$ cat src/design/gtc_pkg.sv
// Shared types, constants and register codes of the touch gesture classifier.
`timescale 1ns / 1ps
package gtc_pkg;

   // Raw panel and screen geometry
   localparam int unsigned RAW_WIDTH     = 1000;
   localparam int unsigned RAW_HEIGHT    = 600;
   localparam int unsigned SCREEN_WIDTH  = 800;
   localparam int unsigned SCREEN_HEIGHT = 480;

   // Field widths
   localparam int unsigned TYPE_W    = 5;
   localparam int unsigned CODE_W    = 10;
   localparam int unsigned COORD_W   = 10;
   localparam int unsigned CFG_W     = 10;
   localparam int unsigned GEST_W    = 3;
   localparam int unsigned START_W   = COORD_W + 1;
   localparam int unsigned DIFF_W    = COORD_W + 2;
   localparam int unsigned DISP_W    = COORD_W + 1;
   localparam int unsigned CSR_IDX_W = 2;

   // Shared multiplier
   localparam int unsigned MUL_W  = 32;
   localparam int unsigned PROD_W = 2 * MUL_W;
   localparam int unsigned PIN_W  = COORD_W + COORD_W;   // raw * screen
   localparam int unsigned SCALE_K = 30;                  // reciprocal fraction bits
   localparam longint unsigned RECIP_X =
      ((64'd1 << SCALE_K) + RAW_WIDTH - 1) / RAW_WIDTH;
   localparam longint unsigned RECIP_Y =
      ((64'd1 << SCALE_K) + RAW_HEIGHT - 1) / RAW_HEIGHT;

   // Scaled coordinate range
   localparam int unsigned COORD_MAX = (1 << COORD_W) - 1;
   localparam int unsigned PX_MAX    = COORD_MAX * SCREEN_WIDTH / RAW_WIDTH;
   localparam int unsigned PY_MAX    = COORD_MAX * SCREEN_HEIGHT / RAW_HEIGHT;
   localparam int unsigned PXY_MAX   = (PX_MAX > PY_MAX) ? PX_MAX : PY_MAX;
   localparam int unsigned SCL_MAX   = (PXY_MAX > COORD_MAX) ? PXY_MAX : COORD_MAX;
   localparam int unsigned SCL_W     = $clog2(SCL_MAX + 1);
   localparam int unsigned SPX_W     = SCL_W + 1;         // signed scaled point
   localparam int unsigned OFS_W     = SCL_W + 2;         // signed offset from center
   localparam int unsigned MAG_W     = SCL_W + 1;         // offset magnitude
   localparam int unsigned SQ_W      = 2 * MAG_W;
   localparam int unsigned SUM_W     = SQ_W + 1;

   // Event codes
   localparam logic [TYPE_W-1:0]  EV_TYPE_KEY   = 5'd1;
   localparam logic [TYPE_W-1:0]  EV_TYPE_ABS   = 5'd3;
   localparam logic [CODE_W-1:0]  CODE_AXIS_X   = 10'd0;
   localparam logic [CODE_W-1:0]  CODE_AXIS_Y   = 10'd1;
   localparam logic [CODE_W-1:0]  CODE_TOUCH    = 10'd330;
   localparam logic [COORD_W-1:0] VALUE_RELEASE = 10'd0;

   // Register reset values
   localparam logic [CFG_W-1:0] TAP_THRESHOLD_RST   = 10'd10;
   localparam logic [CFG_W-1:0] BUTTON_CENTER_X_RST = 10'd400;
   localparam logic [CFG_W-1:0] BUTTON_CENTER_Y_RST = 10'd460;
   localparam logic [CFG_W-1:0] BUTTON_RADIUS_RST   = 10'd50;

   typedef enum logic [CSR_IDX_W-1:0] {
      CSR_TAP_THRESHOLD   = 2'd0,
      CSR_BUTTON_CENTER_X = 2'd1,
      CSR_BUTTON_CENTER_Y = 2'd2,
      CSR_BUTTON_RADIUS   = 2'd3
   } csr_index_type;

   typedef enum logic [GEST_W-1:0] {
      GEST_UP     = 3'd0,
      GEST_DOWN   = 3'd1,
      GEST_LEFT   = 3'd2,
      GEST_RIGHT  = 3'd3,
      GEST_CENTER = 3'd4,
      GEST_TAP    = 3'd5
   } gesture_type;

   typedef struct packed {
      logic [TYPE_W-1:0]  event_type;
      logic [CODE_W-1:0]  event_code;
      logic [COORD_W-1:0] event_value;
   } req_type;

   typedef struct packed {
      gesture_type        gesture;
      logic [COORD_W-1:0] tap_x;
      logic [COORD_W-1:0] tap_y;
   } rsp_type;

   typedef struct packed {
      logic [CFG_W-1:0] tap_threshold;
      logic [CFG_W-1:0] button_center_x;
      logic [CFG_W-1:0] button_center_y;
      logic [CFG_W-1:0] button_radius;
   } cfg_type;

   typedef struct packed {
      logic signed [START_W-1:0] start_x;
      logic signed [START_W-1:0] start_y;
      logic [COORD_W-1:0]        latest_x;
      logic [COORD_W-1:0]        latest_y;
   } touch_type;

   typedef struct packed {
      logic               x_we;
      logic               y_we;
      logic               clear;
      logic [COORD_W-1:0] value;
   } touch_upd_type;

   typedef struct packed {
      logic [MUL_W-1:0] a;
      logic [MUL_W-1:0] b;
   } mul_op_type;

endpackage

$ cat src/design/gtc_mul_unit.sv
// Shared registered multiplier of the touch gesture classifier.
`timescale 1ns / 1ps
module gtc_mul_unit (
   input  logic                       clock,
   input  gtc_pkg::mul_op_type        op,
   output logic [gtc_pkg::PROD_W-1:0] prod
);
   import gtc_pkg::*;

   logic [PROD_W-1:0] prod_ff;
   logic [PROD_W-1:0] prod_in;

   assign prod_in = PROD_W'(op.a) * PROD_W'(op.b);
   assign prod    = prod_ff;

   always_ff @(posedge clock) begin
      prod_ff <= prod_in;
   end

endmodule

$ cat src/design/gtc_touch_state.sv
// First and latest touch coordinates of the touch in progress.
`timescale 1ns / 1ps
module gtc_touch_state (
   input  logic                   clock,
   input  logic                   reset,
   input  gtc_pkg::touch_upd_type upd,
   output gtc_pkg::touch_type     touch
);
   import gtc_pkg::*;

   touch_type touch_ff;
   touch_type touch_in;

   always_comb begin
      touch_in = touch_ff;
      if (upd.clear) begin
         touch_in.start_x  = '1;   // -1: not seen
         touch_in.start_y  = '1;
         touch_in.latest_x = '0;
         touch_in.latest_y = '0;
      end else begin
         if (upd.x_we) begin
            if (touch_ff.start_x < 0) touch_in.start_x = $signed({1'b0, upd.value});
            touch_in.latest_x = upd.value;
         end
         if (upd.y_we) begin
            if (touch_ff.start_y < 0) touch_in.start_y = $signed({1'b0, upd.value});
            touch_in.latest_y = upd.value;
         end
      end
   end

   always_ff @(posedge clock) begin
      if (reset) begin
         touch_ff.start_x  <= '1;
         touch_ff.start_y  <= '1;
         touch_ff.latest_x <= '0;
         touch_ff.latest_y <= '0;
      end else begin
         touch_ff <= touch_in;
      end
   end

   assign touch = touch_ff;

endmodule

$ cat src/design/gtc_sequencer.sv
// Event decode, gesture sequencer and result register.
`timescale 1ns / 1ps
module gtc_sequencer (
   input  logic                       clock,
   input  logic                       reset,
   input  logic                       req_valid,
   output logic                       req_stall,
   input  gtc_pkg::req_type           req_data,
   output logic                       rsp_valid,
   input  logic                       rsp_stall,
   output gtc_pkg::rsp_type           rsp_data,
   input  gtc_pkg::cfg_type           cfg,
   input  gtc_pkg::touch_type         touch,
   output gtc_pkg::touch_upd_type     upd,
   output gtc_pkg::mul_op_type        mul_op,
   input  logic [gtc_pkg::PROD_W-1:0] prod
);
   import gtc_pkg::*;

   typedef enum logic [3:0] {
      S_IDLE, S_XA, S_XB, S_YA, S_YB, S_SQX, S_SQY, S_SQR, S_CMP, S_DONE
   } state_type;

   state_type               state_ff, state_in;
   logic                    rsp_valid_ff, rsp_valid_in;
   rsp_type                 rsp_data_ff, rsp_data_in;
   rsp_type                 res_ff, res_in;
   logic signed [SPX_W-1:0] px_ff, px_in;
   logic signed [SPX_W-1:0] py_ff, py_in;
   logic [SQ_W-1:0]         sqx_ff, sqx_in;
   logic [SUM_W-1:0]        sum_ff, sum_in;

   logic                     accept, is_abs, is_release, is_tap, out_free;
   logic signed [DIFF_W-1:0] dx_s, dy_s, dx_abs, dy_abs;
   logic [DISP_W-1:0]        dx_mag, dy_mag;
   logic [CFG_W:0]           thr_ext;
   gesture_type              swipe;
   logic signed [START_W-1:0] sx_neg, sy_neg;
   logic [COORD_W-1:0]       sx_mag, sy_mag;
   logic [SCL_W-1:0]         quot;
   logic signed [SPX_W-1:0]  quot_pos;
   logic signed [OFS_W-1:0]  ox, oy, ox_abs, oy_abs;
   logic [MAG_W-1:0]         ox_mag, oy_mag;

   assign accept     = req_valid && (state_ff == S_IDLE);
   assign is_abs     = (req_data.event_type == EV_TYPE_ABS);
   assign is_release = (req_data.event_type == EV_TYPE_KEY) &&
                       (req_data.event_code == CODE_TOUCH) &&
                       (req_data.event_value == VALUE_RELEASE);
   assign out_free   = !rsp_valid_ff || !rsp_stall;

   // Displacements
   always_comb begin
      dx_s    = $signed({2'b00, touch.latest_x}) - $signed({touch.start_x[START_W-1], touch.start_x});
      dy_s    = $signed({2'b00, touch.latest_y}) - $signed({touch.start_y[START_W-1], touch.start_y});
      dx_abs  = (dx_s < 0) ? -dx_s : dx_s;
      dy_abs  = (dy_s < 0) ? -dy_s : dy_s;
      dx_mag  = dx_abs[DISP_W-1:0];
      dy_mag  = dy_abs[DISP_W-1:0];
      thr_ext = {1'b0, cfg.tap_threshold};
      is_tap  = (dx_mag < DISP_W'(thr_ext)) && (dy_mag < DISP_W'(thr_ext));
      if (dx_mag > dy_mag) swipe = (dx_s > 0) ? GEST_RIGHT : GEST_LEFT;
      else                 swipe = (dy_s > 0) ? GEST_DOWN : GEST_UP;
   end

   // Scaling and circle operands
   always_comb begin
      sx_neg   = -touch.start_x;
      sy_neg   = -touch.start_y;
      sx_mag   = touch.start_x[START_W-1] ? sx_neg[COORD_W-1:0] : touch.start_x[COORD_W-1:0];
      sy_mag   = touch.start_y[START_W-1] ? sy_neg[COORD_W-1:0] : touch.start_y[COORD_W-1:0];
      quot     = prod[SCALE_K +: SCL_W];
      quot_pos = $signed({1'b0, quot});
      ox       = $signed({px_ff[SPX_W-1], px_ff}) - $signed(OFS_W'(cfg.button_center_x));
      oy       = $signed({py_ff[SPX_W-1], py_ff}) - $signed(OFS_W'(cfg.button_center_y));
      ox_abs   = (ox < 0) ? -ox : ox;
      oy_abs   = (oy < 0) ? -oy : oy;
      ox_mag   = ox_abs[MAG_W-1:0];
      oy_mag   = oy_abs[MAG_W-1:0];
   end

   always_comb begin
      state_in     = state_ff;
      rsp_valid_in = rsp_valid_ff;
      rsp_data_in  = rsp_data_ff;
      res_in       = res_ff;
      px_in        = px_ff;
      py_in        = py_ff;
      sqx_in       = sqx_ff;
      sum_in       = sum_ff;
      upd          = '0;
      upd.value    = req_data.event_value;
      mul_op       = '0;

      if (rsp_valid_ff && !rsp_stall) rsp_valid_in = 1'b0;

      unique case (state_ff)
         S_IDLE: begin
            if (accept) begin
               if (is_abs) begin
                  upd.x_we = (req_data.event_code == CODE_AXIS_X);
                  upd.y_we = (req_data.event_code == CODE_AXIS_Y);
               end else if (is_release) begin
                  if (is_tap) begin
                     state_in = S_XA;
                  end else begin
                     res_in.gesture = swipe;
                     res_in.tap_x   = '0;
                     res_in.tap_y   = '0;
                     state_in       = S_DONE;
                  end
               end
            end
         end
         S_XA: begin
            mul_op.a = MUL_W'(sx_mag);
            mul_op.b = MUL_W'(SCREEN_WIDTH);
            state_in = S_XB;
         end
         S_XB: begin
            mul_op.a = MUL_W'(prod[PIN_W-1:0]);
            mul_op.b = MUL_W'(RECIP_X);
            state_in = S_YA;
         end
         S_YA: begin
            px_in    = touch.start_x[START_W-1] ? -quot_pos : quot_pos;
            mul_op.a = MUL_W'(sy_mag);
            mul_op.b = MUL_W'(SCREEN_HEIGHT);
            state_in = S_YB;
         end
         S_YB: begin
            mul_op.a = MUL_W'(prod[PIN_W-1:0]);
            mul_op.b = MUL_W'(RECIP_Y);
            state_in = S_SQX;
         end
         S_SQX: begin
            py_in    = touch.start_y[START_W-1] ? -quot_pos : quot_pos;
            mul_op.a = MUL_W'(ox_mag);
            mul_op.b = MUL_W'(ox_mag);
            state_in = S_SQY;
         end
         S_SQY: begin
            sqx_in   = prod[SQ_W-1:0];
            mul_op.a = MUL_W'(oy_mag);
            mul_op.b = MUL_W'(oy_mag);
            state_in = S_SQR;
         end
         S_SQR: begin
            sum_in   = SUM_W'(sqx_ff) + SUM_W'(prod[SQ_W-1:0]);
            mul_op.a = MUL_W'(cfg.button_radius);
            mul_op.b = MUL_W'(cfg.button_radius);
            state_in = S_CMP;
         end
         S_CMP: begin
            if (PROD_W'(sum_ff) < prod) begin
               res_in.gesture = GEST_CENTER;
               res_in.tap_x   = '0;
               res_in.tap_y   = '0;
            end else begin
               res_in.gesture = GEST_TAP;
               res_in.tap_x   = px_ff[COORD_W-1:0];
               res_in.tap_y   = py_ff[COORD_W-1:0];
            end
            state_in = S_DONE;
         end
         S_DONE: begin
            if (out_free) begin
               rsp_valid_in = 1'b1;
               rsp_data_in  = res_ff;
               upd.clear    = 1'b1;
               state_in     = S_IDLE;
            end
         end
         default: state_in = S_IDLE;
      endcase
   end

   always_ff @(posedge clock) begin
      if (reset) begin
         state_ff     <= S_IDLE;
         rsp_valid_ff <= 1'b0;
      end else begin
         state_ff     <= state_in;
         rsp_valid_ff <= rsp_valid_in;
      end
      rsp_data_ff <= rsp_data_in;
      res_ff      <= res_in;
      px_ff       <= px_in;
      py_ff       <= py_in;
      sqx_ff      <= sqx_in;
      sum_ff      <= sum_in;
   end

   assign req_stall = (state_ff != S_IDLE);
   assign rsp_valid = rsp_valid_ff;
   assign rsp_data  = rsp_data_ff;

endmodule

$ cat src/design/touch_gesture_classifier.sv
// Top level of the touch gesture classifier: register file and unit wiring.
`timescale 1ns / 1ps
// Classifies one touch per release event. Axis events (type 3, code 0 or 1)
// record the first and latest X/Y of the touch; other events that are not a
// touch release (type 1, code 330, value 0) are dropped. On a release the
// block stalls requests while it classifies: a swipe (up/down/left/right by
// the larger displacement) needs no multiplier, while a tap uses the single
// shared multiplier seven times in turn (two scaling products, two reciprocal
// multiplies, three squares for the center-button circle test).
// Tap coordinates are raw * screen / raw-size, truncated and not clamped;
// an axis never seen scales from -1. The result sits in an output register,
// so new requests are taken while an earlier result is still stalled; the
// next release result waits behind it. Touch state clears when the result
// is loaded. Registers (index 0..3: tap threshold, button center x, button
// center y, button radius) are written whenever csr_valid is high; write
// them only while no request is in flight.
module touch_gesture_classifier (
   input  logic                          clock,
   input  logic                          reset,
   input  logic                          req_valid,
   output logic                          req_stall,
   input  gtc_pkg::req_type              req_data,
   output logic                          rsp_valid,
   input  logic                          rsp_stall,
   output gtc_pkg::rsp_type              rsp_data,
   input  logic                          csr_valid,
   output logic                          csr_ready,
   input  logic [gtc_pkg::CSR_IDX_W-1:0] csr_index,
   input  logic [gtc_pkg::CFG_W-1:0]     csr_wdata
);
   import gtc_pkg::*;

   cfg_type       cfg_ff, cfg_in;
   touch_type     touch;
   touch_upd_type upd;
   mul_op_type    mul_op;
   logic [PROD_W-1:0] prod;

   // Register file: always ready, one write per cycle.
   always_comb begin
      cfg_in = cfg_ff;
      if (csr_valid) begin
         unique case (csr_index)
            CSR_TAP_THRESHOLD:   cfg_in.tap_threshold   = csr_wdata;
            CSR_BUTTON_CENTER_X: cfg_in.button_center_x = csr_wdata;
            CSR_BUTTON_CENTER_Y: cfg_in.button_center_y = csr_wdata;
            CSR_BUTTON_RADIUS:   cfg_in.button_radius   = csr_wdata;
            default:             cfg_in = cfg_ff;
         endcase
      end
   end

   always_ff @(posedge clock) begin
      if (reset) begin
         cfg_ff.tap_threshold   <= TAP_THRESHOLD_RST;
         cfg_ff.button_center_x <= BUTTON_CENTER_X_RST;
         cfg_ff.button_center_y <= BUTTON_CENTER_Y_RST;
         cfg_ff.button_radius   <= BUTTON_RADIUS_RST;
      end else begin
         cfg_ff <= cfg_in;
      end
   end

   assign csr_ready = 1'b1;

   // Touch in progress
   gtc_touch_state u_touch (
      .clock (clock),
      .reset (reset),
      .upd   (upd),
      .touch (touch)
   );

   // Shared multiplier, one registered product per cycle
   gtc_mul_unit u_mul (
      .clock (clock),
      .op    (mul_op),
      .prod  (prod)
   );

   // Decode, classification sequence and result register
   gtc_sequencer u_seq (
      .clock     (clock),
      .reset     (reset),
      .req_valid (req_valid),
      .req_stall (req_stall),
      .req_data  (req_data),
      .rsp_valid (rsp_valid),
      .rsp_stall (rsp_stall),
      .rsp_data  (rsp_data),
      .cfg       (cfg_ff),
      .touch     (touch),
      .upd       (upd),
      .mul_op    (mul_op),
      .prod      (prod)
   );

endmodule

$ cat config.mk
export PLATFORM = sky130hd
export DESIGN_NAME = touch_gesture_classifier
export DESIGN_NICKNAME = d
export VERILOG_FILES = /design/src/design/gtc_pkg.sv /design/src/design/gtc_mul_unit.sv /design/src/design/gtc_touch_state.sv /design/src/design/gtc_sequencer.sv /design/src/design/touch_gesture_classifier.sv
export SDC_FILE = /design/constraint.sdc
export NUM_CORES = 1
export LEC_CHECK = 0
export ABC_AREA = 1
export BUFFER_PORTS_ARGS = -buffer_cell sky130_fd_sc_hd__clkbuf_2
export CORE_MARGIN = 5
export CORE_UTILIZATION = 59
export DETAILED_ROUTE_END_ITERATION = 12
export PLACE_DENSITY_LB_ADDON = 0.3
export SETUP_SLACK_MARGIN = 0.05
export SLEW_MARGIN = 40
export SYNTH_ARGS = -nofsm -noshare
export SYNTH_HDL_FRONTEND = slang
export SYNTH_SLANG_ARGS = --single-unit
$ cat constraint.sdc
create_clock -name clock -period 7 [get_ports clock]
set_clock_uncertainty 0.2 [all_clocks]
set_input_delay 0.7 -clock clock [delete_from_list [all_inputs] [get_ports clock]]
set_output_delay 0.7 -clock clock [all_outputs]
set_load 0.01 [all_outputs]
==> results.sh, run 1 <==
export IMPL_synthCells=3276
export IMPL_start_util=0.5965
export IMPL_timing_rr_start="u_seq.px_ff[3]"
export IMPL_dr_first_iter_drc_count=1968
export IMPL_cts_sinks=244
export IMPL_die_w_um=224.2
export IMPL_postSynthRegisterBits=244
export IMPL_dp_hpwl_um=66790
export IMPL_drive_gt1_frac=0.2572
export IMPL_fin_util=0.7649
export IMPL_io_buffers=66
export IMPL_layout_nets=4529
export IMPL_cts_tree="done"
export IMPL_dp_cells=4354
export IMPL_wl_per_cell_um=18.87
export IMPL_setup_viol=38
export IMPL_relSlewSlack=0.4452
export IMPL_startpoint_type="flip-flop"
export IMPL_clkTransAtPathRegs_ns=0.07
export IMPL_p_sw_mw=3.656
export IMPL_tns_ns=-37.19
export IMPL_synth_xor_xnor_area_share=0.03379
export IMPL_worstSetupPathDepth=39
export IMPL_numCtsBuffers=23
export IMPL_placed_area_um2=31640
export IMPL_dieArea_um2=50260
export IMPL_ys_warn_count=0
export IMPL_crit_family="adder cells"
export IMPL_arrival_ns=8.62
export IMPL_p_leak_nw=17.92
export IMPL_startpoint="u_seq.px_ff[3]"
export IMPL_dieHeight_um=224.2
export IMPL_pwr_share_seq=0.208
export IMPL_maxSlewViolCount=0
export IMPL_fin_crit_sh=1.197
export IMPL_worstPathBufferInverterCount=10
export IMPL_cp_required_ns=7.24
export IMPL_drv_cap=0
export IMPL_worstMarginPinSlew_ns=0.8302
export IMPL_design_area_um2=34710
export IMPL_ys_seq_area_frac=0.2222
export IMPL_cts_root_buffer="clkbuf_16"
export IMPL_finalNonFillerCells=4477
export IMPL_power_switching_share=0.4374
export IMPL_violations="negative setup slack"
export IMPL_rsz0062_at_grt="true"
export IMPL_vias=24480
export IMPL_htreeDepth=1
export IMPL_synthTopCellsByArea="fa_1 (21%), ha_1 (16%), edfxtp_1 (13%), inv_1 (11%), dfxtp_1 (9.7%)"
export IMPL_r2r_slack_ns=-1.38
export IMPL_gp_congestion=0.9937
export IMPL_finalHoldViolCount=0
export IMPL_worstSetupPathType="reg2reg"
export IMPL_yosys_area_top_type="fa_1"
export IMPL_vias_per_cell=5.468
export IMPL_slowest_delay_ns=0.58
export IMPL_drcViolationCount=0
export IMPL_synthMuxAreaShare=0
export IMPL_grt_pass1_vias=25370
export IMPL_grt_use_total=0.3229
export IMPL_p_clk_frac=0.158
export IMPL_antenna_cells=0
export IMPL_synthArstFlopShare=0
export IMPL_max_vdd_ir_drop_uv=322.9
export IMPL_min_from="u_seq.res_ff[0]"
export IMPL_hold_depth=0
export IMPL_fin_ws_ns=-1.381
export IMPL_synth_simple_area_share=0.1614
export IMPL_syn_area_um2=27070
export IMPL_synth_edff_count=113
export IMPL_worstPathMaxFanout=5
export IMPL_min_path_type="reg2reg"
export IMPL_pwr_share_comb=0.633
export IMPL_rows=78
export IMPL_dr_pass1_iters=6
export IMPL_synth_top_family_by_area="adder cells"
export IMPL_synth_adder_area_share=0.3689
export IMPL_totalWireLength_um=84490
export IMPL_antenna_found_initial=0
export IMPL_boundaryPins=68
export IMPL_min_period_ns=8.381
export IMPL_core_area_um2=45380
export IMPL_insertion_delay_ns=0.55
export IMPL_p_total_mw=8.358
export IMPL_synth_top_area_share=0.2108
export IMPL_grt_max_degree=42
export IMPL_timing_fmax_mhz=119.3
export IMPL_synth_flop_cell="dfxtp_1"
export IMPL_yosys_cell_types_count=64
export IMPL_syn_to_final_growth_pct=28.23
export IMPL_end_kind="flip-flop"
export IMPL_status="finished, violations left"
export IMPL_clockBufferDepth=3
export IMPL_worstRegToRegCells=39
export IMPL_final_antenna_net_count=0
export IMPL_grt_overflow=0
export IMPL_internal_power_mw=4.702
export IMPL_grt_pass1_wl_um=129700
export IMPL_synth_area_per_cell_um2=8.263
export IMPL_crit_slowest_cell="fa_1"
export IMPL_synth_compound_area_frac=0.09457
export IMPL_p_per_area_nw_per_um2=240.8
[sequential cells by signal, indices dropped and copies added, names as in the netlist]
register	flops
cfg_ff	40
u_mul.prod	44
u_seq.px_ff	11
u_seq.py_ff	11
u_seq.res_ff	23
u_seq.rsp_data	23
u_seq.rsp_valid	1
u_seq.sqx_ff	22
u_seq.state_ff	4
u_seq.sum_ff	23
u_touch.touch	42
[cell usage in the layout (no fill, tap or decap), types with 34 or more instances in the layout]
master    synthesis  layout
a21oi_1         168     138
buf_4             2     444
buf_6             0      49
clkbuf_2          0      66
conb_1            2      37
dfxtp_1         131     131
edfxtp_1        113     113
fa_1            285     265
ha_1            342     306
inv_1           788     740
inv_2            19      64
nand2_1         434     381
nand2_2           5      42
nand3_1          97      72
nor2_1          343     301
nor2_4           11      34
o21ai_0         135     114
xor2_1           73      59
[metal layers]
metal	GRT usage	up-vias	routed length, um
met2	0.5648	1050	40560
met5	0	-	0
met1	0.4065	11680	33060
li1	-	11420	-
met3	0.04547	328	6148
met4	0.1269	0	4721
[path summary, 6_finish.rpt]
check	to
worst max-delay path	u_mul.prod[39]
worst min-delay path	u_seq.rsp_data[0]
worst max register to register	u_mul.prod[39]
worst min register to register	u_seq.rsp_data[0]
[cells by family (layout without fill, tap and decap cells)]
family	count (synthesis)	count (layout)
adders and majority gates	627	627
and+or+nand+nor	1010	1010
other	2	37
AOI/OAI and AO/OA	439	439
xor gates and xnor gates	101	101
DFF	244	244
buffers and inverters	853	1419
[Yosys cell counts, types with 9 or more instances]
master,number
clkbuf_1,30
nand3_2,11
nor3_1,34
nor2_1,343
a31oi_1,18
nand2_1,434
nand4_1,29
nor2_4,11
edfxtp_1,113
xor2_1,73
a21oi_1,168
inv_2,19
a211oi_1,23
o21a_1,9
nand3_1,97
fa_1,285
xnor2_1,24
inv_1,788
dfxtp_1,131
o211ai_1,21
ha_1,342
nand3b_1,10
nor4_1,9
a21o_1,13
o21ai_0,135
[metrics by stage]
stage / hold slack [ns] / worst slack (ns)
2_1_floorplan: 0.2003 / -0.4997
4_1_cts: 0.2227 / -1.136
5_1_grt: 0.2307 / -1.584
3_3_place_gp: 0.2013 / -1.267
6_report: 0.2221 / -1.381
3_5_place_dp: 0.2071 / -1.392
[cell type report]
type                            instances  area [um2]
Inverter                              812        3055
Sequential cell                       244        6016
Tap cell                              600       750.7
Clock inverter                         17       175.2
Multi-Input combinational cell       2214       19780
Timing Repair Buffer                  565        4330
Clock buffer                           25       604.3
Fill cell                            3075       10670
[power by group through the flow]
| stage | Clock, mW | Sequential, mW | Combinational (mW) |
|---|---|---|---|
| 2_1_floorplan | 0 | 1.74 | 2.70 |
| 3_3_place_gp | 0 | 1.77 | 4.45 |
| 3_5_place_dp | 0 | 1.77 | 4.53 |
| 4_1_cts | 1.33 | 1.74 | 4.84 |
| 5_1_grt | 1.38 | 1.75 | 5.70 |
| 6_report | 1.32 | 1.74 | 5.29 |
[repair_timing]
action | 4_1_cts | 5_1_grt
hold buffers | 0 | 0
pin swaps | 148 | 129
endpoints found under the setup margin | 38 | 38
buffers inserted | 52 | 37
gates resized for setup | 269 | 113
No activity file was read; power rests on OpenSTA's default activity.
==> run 2: changes to the inputs <==
- CORE_ASPECT_RATIO: not set -> 1.25
==> run 2 against run 1 <==
Compared with the run above:
- the run still ends with negative setup slack left
- global-route usage rose by 2.0 points
- clock power rose by 20%
- die area barely moved
- first-iteration DRC count fell by 22%
- hold slack got worse by 0.043 ns
- combinational power rose by 11%
- critical path type unchanged
- via count rose by 0.67%
- critical path depth fell by 2
==> results.sh, run 2 (same netlist as run 1, synthesis figures left out) <==
export IMPL_maxSlewViolCount=0
export IMPL_end_kind="flip-flop"
export IMPL_worstMarginPinSlew_ns=0.8559
export IMPL_vias_per_cell=5.460
export IMPL_wl_per_cell_um=19.82
export IMPL_status="finished, violations left"
export IMPL_min_path_type="reg2reg"
export IMPL_cp_required_ns=7.26
export IMPL_worstPathMaxFanout=6
export IMPL_hold_ws_ns=0.1789
export IMPL_drv_cap=0
export IMPL_core_area_um2=45280
export IMPL_relSlewSlack=0.4234
export IMPL_setup_viol=38
export IMPL_htreeDepth=1
export IMPL_io_buffers=66
export IMPL_r2r_slack_ns=-1.19
export IMPL_drive_gt1_frac=0.2673
export IMPL_largest_register_ffs=44
export IMPL_grt_max_degree=38
export IMPL_hold_depth=0
export IMPL_timing_rr_start="u_seq.py_ff[0]"
export IMPL_insertion_delay_ns=0.60
export IMPL_finalHoldViolCount=0
export IMPL_antenna_cells=0
export IMPL_final_antenna_net_count=0
export IMPL_die_w_um=201.6
export IMPL_dp_cells=4360
export IMPL_fill_cells=3077
export IMPL_crit_slowest_cell="fa_1"
export IMPL_cts_tree="done"
export IMPL_gp_congestion=0.9848
export IMPL_rsz0062_at_grt="true"
export IMPL_final_cell_mix="inv_1 (749), buf_4 (503), nand2_1 (386), ha_1 (307), nor2_1 (303)"
export IMPL_grt_pass1_vias=26060
export IMPL_grt_pass1_wl_um=136200
export IMPL_fin_ws_ns=-1.194
export IMPL_max_vdd_ir_drop_uv=411.8
export IMPL_dieHeight_um=249.5
export IMPL_cts_root_buffer="clkbuf_16"
export IMPL_fin_util=0.7821
export IMPL_boundaryPins=68
export IMPL_dieArea_um2=50290
export IMPL_clockBufferDepth=3
export IMPL_timing_fmax_mhz=122.0
export IMPL_worstSetupPathType="reg2reg"
export IMPL_clkTransAtPathRegs_ns=0.07
export IMPL_antenna_found_initial=0
export IMPL_totalWireLength_um=89490
export IMPL_finalNonFillerCells=4514
export IMPL_layout_nets=4583
export IMPL_min_from="u_seq.res_ff[10]"
export IMPL_min_period_ns=8.194
export IMPL_multi_input_area_um2=19930
export IMPL_worstReg2RegEnd="u_mul.prod[43]"
export IMPL_worstRegToRegCells=37
export IMPL_regArea_um2=6018
export IMPL_dr_first_iter_drc_count=1528
export IMPL_grt_overflow=0
export IMPL_fin_crit_sh=1.171
export IMPL_p_per_area_nw_per_um2=260.6
export IMPL_slowest_delay_ns=0.56
export IMPL_pre_cts_ws_ns=-1.142
export IMPL_drcViolationCount=0
export IMPL_hold_buffers=0
export IMPL_numCtsBuffers=28
export IMPL_cts_sinks=244
export IMPL_violations="negative setup slack"
export IMPL_startpoint_type="flip-flop"
export IMPL_rows=87
export IMPL_start_util=0.5978
export IMPL_final_common_cell="inv_1"
export IMPL_grt_use_total=0.3431
export IMPL_dr_pass1_iters=5
export IMPL_arrival_ns=8.45
export IMPL_vias=24650
export IMPL_p_leak_nw=18.24
export IMPL_syn_to_final_growth_pct=30.83
export IMPL_hold_end="u_seq.rsp_data[10]"
export IMPL_dp_hpwl_um=71680
## run 2: per-stage QoR
stage	area (um2)	setup TNS (ns)	power, mW
2_1_floorplan	27550	-7.278	4.432
3_3_place_gp	31850	-30.39	6.655
3_5_place_dp	31850	-32.44	6.726
4_1_cts	34640	-24.48	8.944
5_1_grt	35410	-46.28	9.735
6_report	35410	-33.62	9.230
## run 2: how the worst max path moves through the flow
stage / startpoint / end / slack, ns / depth (start not counted)
2_1_floorplan: u_seq.px_ff[0] / u_mul.prod[37] / -0.50 / 33
3_3_place_gp: u_seq.py_ff[4] / u_mul.prod[36] / -1.08 / 35
3_5_place_dp: u_seq.py_ff[4] / u_mul.prod[36] / -1.14 / 35
4_1_cts: u_seq.px_ff[1] / u_mul.prod[35] / -0.94 / 36
5_1_grt: u_seq.px_ff[6] / u_mul.prod[43] / -1.55 / 35
6_report: u_seq.py_ff[0] / u_mul.prod[43] / -1.19 / 37
## run 2: what timing repair did
action | CTS | global route
endpoints found under the setup margin | 38 | 38
setup buffers | 69 | 42
pin swaps | 142 | 76
cloned | 1 | 0
resized for setup | 269 | 107
## run 2: cell type report
type                       instances  area share
inverter                         812     0.08649
clock inverter                    20    0.007490
tap                              578     0.02042
clock buffer                      32     0.02077
timing repair buffer             614      0.1321
sequential                       244      0.1699
multi-input combinational       2214      0.5628
## run 2: critical path, delay by kind of cell (launching register included)
kind	cells	cell delay, ns
fa+ha+maj	10	4.17
buf+inv	10	0.91
compound gates	7	1.24
xor+xnor	1	0.13
flops	1	0.35
simple gates	9	1.05
## run 2: layer usage
layer / up-vias / wire (um) / track usage
met5: - / 0 / 0
met2: 876 / 45540 / 0.6258
met1: 11860 / 30430 / 0.3570
li1: 11530 / - / -
met4: 0 / 9306 / 0.2728
met3: 374 / 4216 / 0.03493
## run 2: power by group
group | switching (mW) | internal (mW)
Sequential | 0.0952 | 1.67
Combinational | 3.40 | 2.49
Clock | 0.660 | 0.921
Total | 4.15 | 5.08
